==> src/design/awb_pkg.sv <==
`default_nettype none
// ----------------------------------------------------------------------------
// awb_pkg
// Shared types, widths and constants of the additive wavetable builder.
// ----------------------------------------------------------------------------
package awb_pkg;

  localparam int TABLE_LEN    = 2048;
  localparam int IDX_W        = 11;
  localparam int MAX_PARTIALS = 64;
  localparam int PART_W       = 6;
  localparam int SMP_W        = 16;
  localparam int MUL_W        = 34;
  localparam int PROD_W       = 2 * MUL_W;
  localparam int SUM_W        = 54;
  localparam int NUM_W        = 56;
  localparam int DEN_W        = 40;
  localparam int QUO_W        = 32;
  localparam int QB_W         = 6;

  // Odd polynomial for sin(pi/2 * x), Q30.
  localparam logic [31:0] SC1  = 32'd1686629713;
  localparam logic [31:0] SC3  = 32'd693598669;
  localparam logic [31:0] SC5  = 32'd85569305;
  localparam logic [31:0] SC7  = 32'd5026995;
  localparam logic [31:0] SC9  = 32'd172272;
  localparam logic [31:0] SC11 = 32'd3864;

  localparam logic CFG_HARMONIC = 1'b0;
  localparam logic CFG_SMOOTH   = 1'b1;

  typedef enum logic [1:0] {
    MODE_BEGIN  = 2'd0,
    MODE_WRITE  = 2'd1,
    MODE_COMMIT = 2'd2,
    MODE_READ   = 2'd3
  } mode_t;

  typedef enum logic [4:0] {
    S_ROM, S_IDLE, S_CLR, S_DONE,
    C_RD, C_LD,
    A_PART, A_VAL, A_DIV, A_WT, A_RD, A_MUL, A_WR,
    N_RD, N_CHK, N_DIV,
    B_M1, B_M2, B_WR
  } state_t;

  typedef struct packed {
    logic            start;
    logic [QB_W-1:0] qbits;
  } div_req_t;

  typedef struct packed {
    logic             done;
    logic [QUO_W-1:0] quo;
  } div_rsp_t;

  // Coefficient fed in at each step of the sine polynomial evaluation.
  function automatic logic [31:0] rom_coef(input logic [2:0] step);
    logic [31:0] c;
    case (step)
      3'd1: c = SC11;
      3'd2: c = SC9;
      3'd3: c = SC7;
      3'd4: c = SC5;
      3'd5: c = SC3;
      3'd6: c = SC1;
      default: c = 32'd0;
    endcase
    return c;
  endfunction

endpackage
`default_nettype wire

==> src/design/awb_mul.sv <==
`default_nettype none
// ----------------------------------------------------------------------------
// awb_mul
// Shared signed multiplier with a registered product.
// ----------------------------------------------------------------------------
module awb_mul (
  input  wire logic                                clk,
  input  wire logic signed [awb_pkg::MUL_W-1:0]    a,
  input  wire logic signed [awb_pkg::MUL_W-1:0]    b,
  output logic signed [awb_pkg::PROD_W-1:0]        prod
);

  always_ff @(posedge clk) begin
    prod <= a * b;
  end

endmodule
`default_nettype wire

==> config.mk <==
export PLATFORM = sky130hd
export DESIGN_NAME = awb_mul
export DESIGN_NICKNAME = d
export VERILOG_FILES = /design/src/design/awb_pkg.sv /design/src/design/awb_mul.sv
export SDC_FILE = /design/constraint.sdc
export NUM_CORES = 2
export LEC_CHECK = 0
export ABC_AREA = 1
export BUFFER_PORTS_ARGS = -buffer_cell sky130_fd_sc_hd__buf_4
export CAP_MARGIN = 0
export CORE_MARGIN = 4
export CORE_UTILIZATION = 65
export DETAILED_ROUTE_END_ITERATION = 7
export MAX_ROUTING_LAYER = met4
export PLACE_DENSITY = 0.9
export SETUP_SLACK_MARGIN = 0.1
export SLEW_MARGIN = 15
export SYNTH_ARGS = -nofsm -noshare
export SYNTH_HDL_FRONTEND = slang
export SYNTH_SLANG_ARGS = --single-unit
export TNS_END_PERCENT = 1
==> constraint.sdc <==
create_clock -name clk -period 11.3 [get_ports clk]
set_input_delay 1.695 -clock clk [delete_from_list [all_inputs] [get_ports clk]]
set_output_delay 1.695 -clock clk [all_outputs]
set_load 0.005 [all_outputs]
== Word level (Yosys, flattened, before mapping) ==
Index checks and enable logic that the tools add are counted.
Storage, ports and cells
  bits of input ports: 69
  output and inout port bits: 68
  logic and storage cells: 2
  register bits after elaboration: 68
Cells by class
  multiply operators: 1
Operators by type and width (number)
  34-bit by 34-bit multiplier with 68-bit output: 1

== Longest topological paths before layout ==
  word-level depth: 1
  depth in mapped cells: 35
  depth with buffers taken out: 33

== Worst setup path after synthesis ==
No wires, ideal clock.
  path type: in2reg
  from: in a[33] in the netlist's numbering
  to: reg prod[66] in the netlist's numbering
  data arrival time: 8.406 ns
  data required time: 11.188 ns
  path slack: 2.782 ns
  stages on the path: 24
  setup time: 0.112 ns
  path buffers: 2
  cells stage by stage: clkbuf_1 -> clkbuf_1 -> nand2_1 -> inv_1 -> fa_1 -> fa_1 -> fa_1 -> fa_1 -> inv_1 -> fa_1 -> fa_1 -> inv_1 -> fa_1 -> fa_1 -> ha_1 -> nand2_1 -> nor2_1 -> inv_1 -> nor2_2 -> nand2_1 -> nor3_1 -> nand2_2 -> nand3_1 -> nand2_1
Between the ends
  longest elaborated chain between the ends: 1
RTL lines
  from (decl): line awb_mul.sv:8  | input wire logic signed [awb_pkg::MUL_W-1:0] a,
  34-bit by 34-bit multiplier with 68-bit output: line awb_mul.sv:14  | prod <= a * b;
  to (signal assigned): line awb_mul.sv:14
  to (decl): line awb_mul.sv:10  | output logic signed [awb_pkg::PROD_W-1:0] prod
Every way passes these cells.

== Worst setup path after layout ==
  from: in b[10] in the netlist's numbering
  to: reg prod[59] in the netlist's numbering
Between the ends
  longest elaborated chain between the ends: 1
RTL lines
  from (decl): line awb_mul.sv:9  | input wire logic signed [awb_pkg::MUL_W-1:0] b,
  34-bit by 34-bit multiplier with 68-bit output: line awb_mul.sv:14
Every way passes these cells.

==> results.md <==
- Clock sink count: 68
- Shortest clock period the worst path allows after layout: 8854 ps
- Initial DRC Count: 3146
- Number of levels in the clock H-tree: 3
- Global placement routability congestion: 1.090
- Clock transition at the registers of the reported paths: 60 ps
- Number of flip-flops under the largest register name: 68
- Worst slew margin relative to its limit: 0.2636
- Register bit count reported by yosys: 68
- Number of nets at the end of the flow: 7365
- Number of hold violations in the final report: 0
- Number of hold buffers added after CTS: 0
- CTS-repair resized insts: 0
- Vias in the first global route: approximately 42000
- Vias per cell: 5.402
- Final period util: 0.7836
- Met1 capacity usage during global routing: 0.3978
- Cell Area, Synth: 46220 um^2
- Initial standard-cell utilization of the core: 0.6578
- Die boundary width: 274.7 um
- Count of standard-cell rows: 97
- GR peak layer: met2
- Largest registers: prod: 68 flops
- Buffers inserted during post-CTS setup optimization: 0
- Class of the worst hold path: in -> reg
- Transition at the pin with the smallest max-transition slack: 1101 ps
- Maximum number of pins on one net before global-route repair: 35
- Worst endpoint data arrival time: around 9100 ps
- Yosys Warn Count: 0
- Wire length of the first global-routing pass: 207400 um
- Kind of start point of the critical path: input port
- GR Layer Usage met2: 0.6213
- Cells after synthesis: 5972
- Maximum clock rate: 0.1129 GHz
- Number of distinct library cell variants in the gate-level netlist after synthesis: 32
- Number of max-slew violations in the final report: 0
- Top register by number of flip-flops: prod
- Initial antenna violation count: 4
- Global Route Usage Sum: 0.3617
- Met3 Usage GRT: 0.05835
- Sequential share of the synthesized area: 0.02945
- Post-detailed-placement half-perimeter wirelength: 106200 um
- Synth Area per Inst: roughly 7.7 um^2
- Share of layout cells above drive strength 1: 0.03706
- Global route total overflow: 0
- Number of buffers created by CTS: 9
- Cell at the root of the clock tree: clkbuf_16
- Post-detailed-route wirelength per cell: 18.49 um
- Clock Tree Buf Depth: 2
- Required @ worst endpoint: approximately 12000 ps
- Number of detailed-route iterations in the first pass: 7
- Run status: completed
- Drt total wl: 125700 um
- Crit Path Category: in -> reg
- Remaining number of nets flagged by the antenna check after routing: 0
- Number of I/O port buffers: 136
- Final setup vio count: 0
- Syn Nets: 7486
- Core Box Area: 70270 um^2
- Vias: 36730
- Die Area: between 70000 and 80000 um^2
- Relative area change from synthesis to final layout: 3.335%
- TritonCTS clock tree: yes
- Chip height: 274.7 um
- Crit path max fanout: 34
- TNS Setup: 0 ps
- Max-cap violation count: 0
- Setup repair after global routing missed its margin: no
- Count of pins on the block boundary: between 100 and 150
- Remaining routing DRC violations: 0
- Endpoint kind of the worst setup timing path: flop
-- metrics by stage --
stage	worst slack, ps	instance area [um^2]	cells	hold WS [ps]	utilization
2_1_floorplan	2782	46220	5972	1974	-
3_3_place_gp	2097	47430	6780	2076	0.6749
3_5_place_dp	1875	47430	6780	2075	0.6749
4_1_cts	2227	47750	6796	1784	0.6795
5_1_grt	2081	47760	6800	1840	0.6797
6_report	2446	47760	6800	1804	0.6797
-- synth_stat cells, drive strengths merged --
master | instances | area share
or2 | 8 | 0.0011
xnor2 | 2 | 0.00038
o21a | 1 | 0.00016
dfxtp | 68 | 0.029
nand2b | 1 | 0.00014
nand4 | 19 | 0.0026
fa | 1241 | 0.54
nor3 | 22 | 0.0034
nand3b | 3 | 0.00049
o21ai | 19 | 0.0021
nor4 | 1 | 0.00027
a21o | 1 | 0.00016
nand3 | 77 | 0.0091
clkbuf | 269 | 0.022
a21oi | 63 | 0.0071
inv | 2119 | 0.17
and2 | 1 | 0.00014
xor2 | 33 | 0.0063
buf | 2 | 0.00016
o21bai | 11 | 0.0018
ha | 204 | 0.055
nand2 | 1683 | 0.14
nor2 | 124 | 0.011
-- cell type report --
| class | instances | area, um^2 |
|---|---|---|
| Clock buffer | 10 | 239.0 |
| Clock inverter | 6 | 87.58 |
| Timing Repair Buffer | 139 | 1044 |
| Antenna cell | 4 | 10.01 |
| Multi-Input combinational cell | 3514 | 35890 |
| Inverter | 2119 | 7954 |
| Tap cell | 940 | 1176 |
| Sequential cell | 68 | 1361 |
| Fill cell | 5280 | 22510 |
-- critical path, cell delays in order --
cell and delay, ps:
buf_4 400, nand2_1 240, fa_1 670, fa_1 870, inv_1 130, fa_1 950, inv_1 160, fa_1 520
fa_1 570, fa_1 450, fa_1 490, fa_1 490, inv_1 50, ha_1 370, nand2_1 110, nor2_1 180
nand3_1 180, inv_1 130, nand2_1 70, nor3_2 110, nand2_1 100, nand4_1 90, nand2_1 60
-- layer usage --
layer,share of wire,vias up
met1,0.33,17980
li1,-,15780
met3,0.086,784
met4,0.075,0
met5,0,-
met2,0.51,2194
-- worst paths after layout --
kind                  start        to  slack [ps]  cells after the start
worst max-delay path  b[10]  prod[59]        2450                     23
worst min-delay path   b[0]   prod[0]        1800                      3
-- cell usage in the layout (no fill, tap or decap), drive strengths merged --
cell type,count
xor2,33
xnor2,2
nand3b,3
a21o,1
and2,1
a21oi,63
nor4,1
nor2,124
nor3,22
diode,4
dfxtp,68
clkbuf,10
o21bai,11
o21a,1
clkinv,4
nand2b,1
nand3,77
buf,139
o21ai,19
nand4,19
inv,2119
fa,1241
bufinv,2
or2,8
nand2,1683
ha,204
-- logic make-up (layout without fill, tap and decap cells) --
family,Yosys count,in the layout,synth area share
buffers and inverters,2390,2274,0.1941
AND/OR/NAND/NOR,1939,1939,0.1658
adder cells (fa/ha/maj),1445,1445,0.5927
AO/OA/AOI/OAI,95,95,0.01131
flip-flops,68,68,0.02945
XOR/XNOR,35,35,0.006632
other,0,4,0
Power is not shown: default switching activity piles up to over one toggle a cycle in this logic, so the estimate is an artifact.
