**config.mk**
```make
export PLATFORM = sky130hd
export DESIGN_NAME = awb_div
export DESIGN_NICKNAME = d
export VERILOG_FILES = /design/src/design/awb_pkg.sv /design/src/design/awb_div.sv
export SDC_FILE = /design/constraint.sdc
export NUM_CORES = 1
export LEC_CHECK = 0
export BUFFER_PORTS_ARGS = -buffer_cell sky130_fd_sc_hd__buf_2
export CELL_PAD_IN_SITES_DETAIL_PLACEMENT = 1
export CELL_PAD_IN_SITES_GLOBAL_PLACEMENT = 2
export CORE_UTILIZATION = 30
export CTS_CLUSTER_SIZE = 30
export DETAILED_ROUTE_END_ITERATION = 6
export PLACE_DENSITY = 0.7
export SYNTH_ARGS = -nofsm -noshare
export SYNTH_HDL_FRONTEND = slang
export SYNTH_SLANG_ARGS = --single-unit
```
**constraint.sdc**
```tcl
create_clock -name clk -period 4.9 [get_ports clk]
set_input_delay 1.47 -clock clk [delete_from_list [all_inputs] [get_ports clk]]
set_output_delay 1.47 -clock clk [all_outputs]
set_load 0.005 [all_outputs]
```
**src/design/awb_pkg.sv**
```systemverilog
`default_nettype none
// ----------------------------------------------------------------------------
// awb_pkg
// Shared types, widths and constants of the additive wavetable builder.
// ----------------------------------------------------------------------------
package awb_pkg;

  localparam int TABLE_LEN    = 2048;
  localparam int IDX_W        = 11;
  localparam int MAX_PARTIALS = 64;
  localparam int PART_W       = 6;
  localparam int SMP_W        = 16;
  localparam int MUL_W        = 34;
  localparam int PROD_W       = 2 * MUL_W;
  localparam int SUM_W        = 54;
  localparam int NUM_W        = 56;
  localparam int DEN_W        = 40;
  localparam int QUO_W        = 32;
  localparam int QB_W         = 6;

  // Odd polynomial for sin(pi/2 * x), Q30.
  localparam logic [31:0] SC1  = 32'd1686629713;
  localparam logic [31:0] SC3  = 32'd693598669;
  localparam logic [31:0] SC5  = 32'd85569305;
  localparam logic [31:0] SC7  = 32'd5026995;
  localparam logic [31:0] SC9  = 32'd172272;
  localparam logic [31:0] SC11 = 32'd3864;

  localparam logic CFG_HARMONIC = 1'b0;
  localparam logic CFG_SMOOTH   = 1'b1;

  typedef enum logic [1:0] {
    MODE_BEGIN  = 2'd0,
    MODE_WRITE  = 2'd1,
    MODE_COMMIT = 2'd2,
    MODE_READ   = 2'd3
  } mode_t;

  typedef enum logic [4:0] {
    S_ROM, S_IDLE, S_CLR, S_DONE,
    C_RD, C_LD,
    A_PART, A_VAL, A_DIV, A_WT, A_RD, A_MUL, A_WR,
    N_RD, N_CHK, N_DIV,
    B_M1, B_M2, B_WR
  } state_t;

  typedef struct packed {
    logic            start;
    logic [QB_W-1:0] qbits;
  } div_req_t;

  typedef struct packed {
    logic             done;
    logic [QUO_W-1:0] quo;
  } div_rsp_t;

  // Coefficient fed in at each step of the sine polynomial evaluation.
  function automatic logic [31:0] rom_coef(input logic [2:0] step);
    logic [31:0] c;
    case (step)
      3'd1: c = SC11;
      3'd2: c = SC9;
      3'd3: c = SC7;
      3'd4: c = SC5;
      3'd5: c = SC3;
      3'd6: c = SC1;
      default: c = 32'd0;
    endcase
    return c;
  endfunction

endpackage
`default_nettype wire

```
**src/design/awb_div.sv**
```systemverilog
`default_nettype none
// ----------------------------------------------------------------------------
// awb_div
// Restoring divider, one quotient bit per cycle, quotient length chosen
// per request.
// ----------------------------------------------------------------------------
module awb_div (
  input  wire logic                         clk,
  input  wire logic                         rst,
  input  wire awb_pkg::div_req_t            req,
  input  wire logic [awb_pkg::NUM_W-1:0]    num,
  input  wire logic [awb_pkg::DEN_W-1:0]    den,
  output awb_pkg::div_rsp_t                 rsp
);

  localparam int NUM_W = awb_pkg::NUM_W;
  localparam int DEN_W = awb_pkg::DEN_W;
  localparam int QUO_W = awb_pkg::QUO_W;
  localparam int QB_W  = awb_pkg::QB_W;

  logic             busy;
  logic             done;
  logic [QB_W-1:0]  cnt;
  logic [DEN_W-1:0] rem;
  logic [DEN_W-1:0] den_q;
  logic [NUM_W-1:0] low;
  logic [QUO_W-1:0] quo;
  logic [DEN_W:0]   trial;
  logic [DEN_W:0]   diff;
  logic             ge;
  logic [6:0]       lsh;

  assign lsh   = 7'(NUM_W) - {1'b0, req.qbits};
  assign trial = {rem, low[NUM_W-1]};
  assign diff  = trial - {1'b0, den_q};
  assign ge    = trial >= {1'b0, den_q};

  always_ff @(posedge clk) begin
    if (rst) begin
      busy <= 1'b0;
      done <= 1'b0;
      cnt  <= '0;
    end else begin
      done <= 1'b0;
      if (req.start) begin
        busy <= 1'b1;
        cnt  <= req.qbits;
      end else if (busy) begin
        cnt <= cnt - 1'b1;
        if (cnt == QB_W'(1)) begin
          busy <= 1'b0;
          done <= 1'b1;
        end
      end
    end
  end

  // The caller guarantees the leading part of the numerator is below the divisor.
  always_ff @(posedge clk) begin
    if (req.start) begin
      rem   <= DEN_W'(num >> req.qbits);
      low   <= num << lsh;
      den_q <= den;
      quo   <= '0;
    end else if (busy) begin
      rem <= ge ? diff[DEN_W-1:0] : trial[DEN_W-1:0];
      low <= {low[NUM_W-2:0], 1'b0};
      quo <= {quo[QUO_W-2:0], ge};
    end
  end

  assign rsp.done = done;
  assign rsp.quo  = quo;

endmodule
`default_nettype wire

```
**Word-level counts from Yosys, hierarchy flattened**

Index checks and enable logic that the tools add are counted.
W data, S select, Z words.

- Add/sub/neg operators: 3
- Magnitude comparators: 1
- Equal/unequal tests: 1
- Shift operators: 2
- Multiplexer cells: 11
- Bitwise operators: 1
- Reductions and logical operators: 2

Operator list:

| kind | number |
|---|---|
| $mux W40 | 3 |
| $mux W56 | 2 |
| $shl A56 B7 Y56 | 1 |
| $shr A56 B6 Y40 | 1 |
| $ge A41 B40 Y1 | 1 |
| $sub A40 B40 Y40 | 1 |
| $mux W6 | 2 |
| $sub A6 B6 Y7 const A | 1 |
| $eq A6 B1 Y1 const B | 1 |
| $sub A6 B1 Y6 const B | 1 |
| $mux W1 | 4 |
| $reduce_or A3 Y1 | 1 |
| $reduce_bool A2 Y1 | 1 |
| $not A1 Y1 | 1 |

- Register bits after elaboration: 176
- Input port bits: 105
- Output and inout port bits: 33
- Logic and storage cells: 28

**Logic depth before layout (Yosys ltp)**

- Depth in word-level cells: 4
- Mapped depth: 16
- Mapped depth without buffers: 13

**Least setup slack after synthesis**

OpenSTA, ideal clock, no wires.

- Kind: in2reg
- Start point: in req[0] (netlist name)
- End point: reg low[55] (data pin)
- Arrival time: 4.246 ns
- Required time: 4.630 ns
- Path slack: 0.385 ns
- Cell stages on the path: 15
- Buffers on the path: 6
- Path through: clkbuf_2 buf_4 inv_1 buf_2 buf_1 ha_1 clkbuf_1 clkbuf_1 mux4_2 mux2i_1 a21oi_1 a22oi_1 nor2_1 a21oi_1 o21ai_0

- Longest elaborated chain between the ends: 3

RTL lines:

| item | RTL line | source |
|---|---|---|
| start: declaration | awb_div.sv:10 | `input wire awb_pkg::div_req_t req,` |
| $sub A6 B6 Y7 | awb_div.sv:33 | `assign lsh = 7'(NUM_W) - {1'b0, req.qbits};` |
| $shl A56 B7 Y56 | awb_div.sv:62 | `low <= num << lsh;` |
| $mux W56 | awb_div.sv:60 | `if (req.start) begin` |
| end signal: assignment | awb_div.sv:62 |  |
| end signal: assignment | awb_div.sv:67 | `low <= {low[NUM_W-2:0], 1'b0};` |
| end: declaration | awb_div.sv:26 | `logic [NUM_W-1:0] low;` |

No other way between the ends.
A chain may end at the register's enable or synchronous reset.

**Final worst setup path**

- Start point: in req[0] (netlist name)
- End point: reg rem[3] (data pin)

- Longest elaborated chain between the ends: 2

RTL lines:

| item | RTL line | source |
|---|---|---|
| $shr A56 B6 Y40 | awb_div.sv:61 | `rem <= DEN_W'(num >> req.qbits);` |
| $mux W40 | awb_div.sv:60 |  |
| end signal: assignment | awb_div.sv:61 |  |
| end signal: assignment | awb_div.sv:66 | `rem <= ge ? diff[DEN_W-1:0] : trial[DEN_W-1:0];` |
| end: declaration | awb_div.sv:24 | `logic [DEN_W-1:0] rem;` |

No other way between the ends.

==> results.toml <==
[power]
total_power_mw = 6.87
p_int_mw = 3.87
power.switching_mw = 2.99
p_sw_share_pct = 43.6
combPwrFrac_pct = 48.2
power_frac_clock_pct = 21.2
p_per_area_nw_per_um2 = 394
p_seq_share_pct = 30.6
p_leak_nw = 6.96
ir_worst_vdd_mv = 0.288

[clock_network]
hold_buffers = 0
numCtsBuffers = 17
root_buffer = "clkbuf_16"
postCtsSetupBuffers = 0
ctsLongestPathBuffers = 2
clock_latency_ns = 0.49
cts-resized-gates = 0
tritoncts = "built"
cts.sinks = 176
cts.clk_slew.worst_paths_ns = 0.08
htree_levels = 4

[layout]
fin_area_um2 = 17500
final_common_cell = "nand2_1"
fin_nets = 1938
final_cell_mix = "nand2_1 (291), nor2_1 (185), a21oi_1 (141), edfxtp_1 (136), buf_2 (135)"
drive_gt1_share_pct = 18.9
fin_util_pct = 34.0
area_delta_synth_final_pct = 12.0
final_cells = 2484

[worst_setup_path]
required_ns = 5.11
startpoint_type = "input port"
cp-end-kind = "flip-flop"
worst_r2r_path_depth = 11
endpoint = "rem[3]$_DFFE_PP_"
rr_startpoint = "rem[4]$_DFFE_PP_"
startpoint = "req[0]"
cp_slowest_cell = "mux4_2"
path_cells = "buf_6, buf_12, buf_4, mux4_2, nand2_1, nand2_1, o21ai_0, o21ai_0, mux2i_1, a21oi_1"
path_class = "input port to flip-flop"
crit_path_max_fanout = 93
timing.reg2reg.setup_slack_ns = 0.94
r2r-end = "rem[7]$_DFFE_PP_"
cp_data_arrival_time_ns = 4.17
slowest_delay_ns = 0.56

[timing]
setup_viol = 0
rsz0062_at_grt = "false"
tns_ns = 0
layout_min_cycle_time_ns = 3.96
finalHoldViolCount = 0
min_period_over_period_pct = 80.8
slew_viol_final = 0
finalClockSkew_ns = 0.0192
worst_slew_pin_slew_ns = 0.806
worst_hold_slack_ns = 0.505
fin_ws_ns = 0.940
relSlewSlack_pct = 46.2
max_freq_ghz = 0.253

[routing]
drt-initial-drc-count = 1192
drt-pass1-iter-count = 5
avgViaCountPerCell = 5.65
num_vias = 14000
drtAntennaViolNets = 0
routedWlPerCell_um = 23.8
route.detailed.drc = 0
drt-total-wl_um = 59000

[global_routing]
grt_max_degree = 94
grt.overflow.total = 0
grt_pass1_wl_um = 90700
antenna_found_initial = 3
grt_pass1_vias = 14400
grt_use_total_pct = 22.6

[synth]
synth_nets = 1885
synthesis.area_um2 = 15600
ys_warn_count = 0
avgSynthCellArea_um2 = 8.98
synth.distinct_cells = 81
syn_inst = 1736
ys_async_sr_fraction_pct = 0
dominantRegCellSynth = "edfxtp_1"
synth_edf_count = 136
seq_area_frac_synth_pct = 31.3
ys_ff_latch = 176

[die]
core_area_um2 = 51300
initial_utilization_pct = 30.4
fp.dieW_um = 230
fp.dieH_um = 230
dieArea_um2 = 52900
rows = 83
io_pins = 138

[placed_design]
port_buffers = 137
place.gp.congestion = 0.925
dp_hpwl_um = 45100
placed_area_um2 = 16800
pre_cts_ws_ns = 0.422
dp.cells = 2450

[job]
maxCapViolations = 0

[worst_hold_path]
holdCritPathClass = "flip-flop to flip-flop"

[run_status]
status = "finished, final reports clean"
## power groups by stage
stage / clock network [mW] / logic [mW] / registers [mW]
floorplan: 0 / 2.42 / 2.03
global placement: 0 / 3.25 / 2.13
detailed placement: 0 / 3.28 / 2.13
CTS: 1.50 / 3.30 / 2.10
global route: 1.55 / 3.62 / 2.13
finish: 1.46 / 3.31 / 2.10
## cell usage after synthesis, types with 15 or more instances
library cell	instances	share of area [%]
nand2_1	291	7.0
nor2_1	185	4.5
a21oi_1	141	4.5
edfxtp_1	136	26
mux2i_1	125	8.0
o21ai_0	86	2.8
mux4_2	82	12
clkbuf_1	76	1.8
inv_1	57	1.4
a211oi_1	55	2.6
ha_1	43	3.5
dfxtp_1	40	5.1
o221ai_1	31	1.7
o2bb2ai_1	31	1.7
xnor2_1	23	1.3
a31oi_1	22	0.88
xor2_1	22	1.2
buf_1	21	0.51
buf_2	19	0.61
o21a_1	17	0.82
a21o_1	15	0.72
nor3_1	15	0.48
## final cells by class
cell class,instances,area (um^2)
clock buffer,17,425
clock inverter,15,191
multi-input combinational,1358,9790
inverter,59,223
timing repair buffer,177,1080
fill,6061,33800
sequential,176,4890
antenna,2,5.00
tap,680,851
## critical path, delay by kind of cell
kind            cells  cell delay [ns]
buf+inv             3             0.95
mux                 2             0.93
compound gates      3             0.58
simple gates        2             0.14
## how the worst min path moves through the flow
stage | startpoint | to | slack [ns] | cells past startpoint
floorplan | quo[31]$_SDFFE_PP0P_ | quo[31]$_SDFFE_PP0P_ | 0.49 | 2
global placement | quo[31]$_SDFFE_PP0P_ | quo[31]$_SDFFE_PP0P_ | 0.47 | 2
detailed placement | quo[31]$_SDFFE_PP0P_ | quo[31]$_SDFFE_PP0P_ | 0.50 | 2
CTS | quo[31]$_SDFFE_PP0P_ | quo[31]$_SDFFE_PP0P_ | 0.52 | 2
global route | quo[31]$_SDFFE_PP0P_ | quo[31]$_SDFFE_PP0P_ | 0.54 | 2
finish | quo[31]$_SDFFE_PP0P_ | quo[31]$_SDFFE_PP0P_ | 0.50 | 2
## kinds of logic after synthesis
| logic type | after synthesis | share of synthesized area, % |
|---|---|---|
| AND/OR/NAND/NOR | 568 | 15.2 |
| AO/OA/AOI/OAI | 483 | 20.5 |
| flip-flops | 176 | 31.3 |
| adder cells (fa/ha/maj) | 44 | 3.58 |
| buffers and inverters | 202 | 6.21 |
| multiplexers | 218 | 20.7 |
| XOR/XNOR | 45 | 2.53 |
## flip-flops by register name, indices dropped and copies added (netlist names)
name   cells
low       56
den_q     40
rem       40
quo       32
cnt        6
busy       1
done       1
## routing by layer
metal  GRT usage (%)  vias up  part of all wire (%)
met5               0        -                     0
met4            7.31        0                   2.9
met3            3.44       77                   4.1
met2            38.2      355                    49
met1            29.3     7032                    45
li1                -     6563                     -
Note: power is estimated with default switching activity, not from simulation.
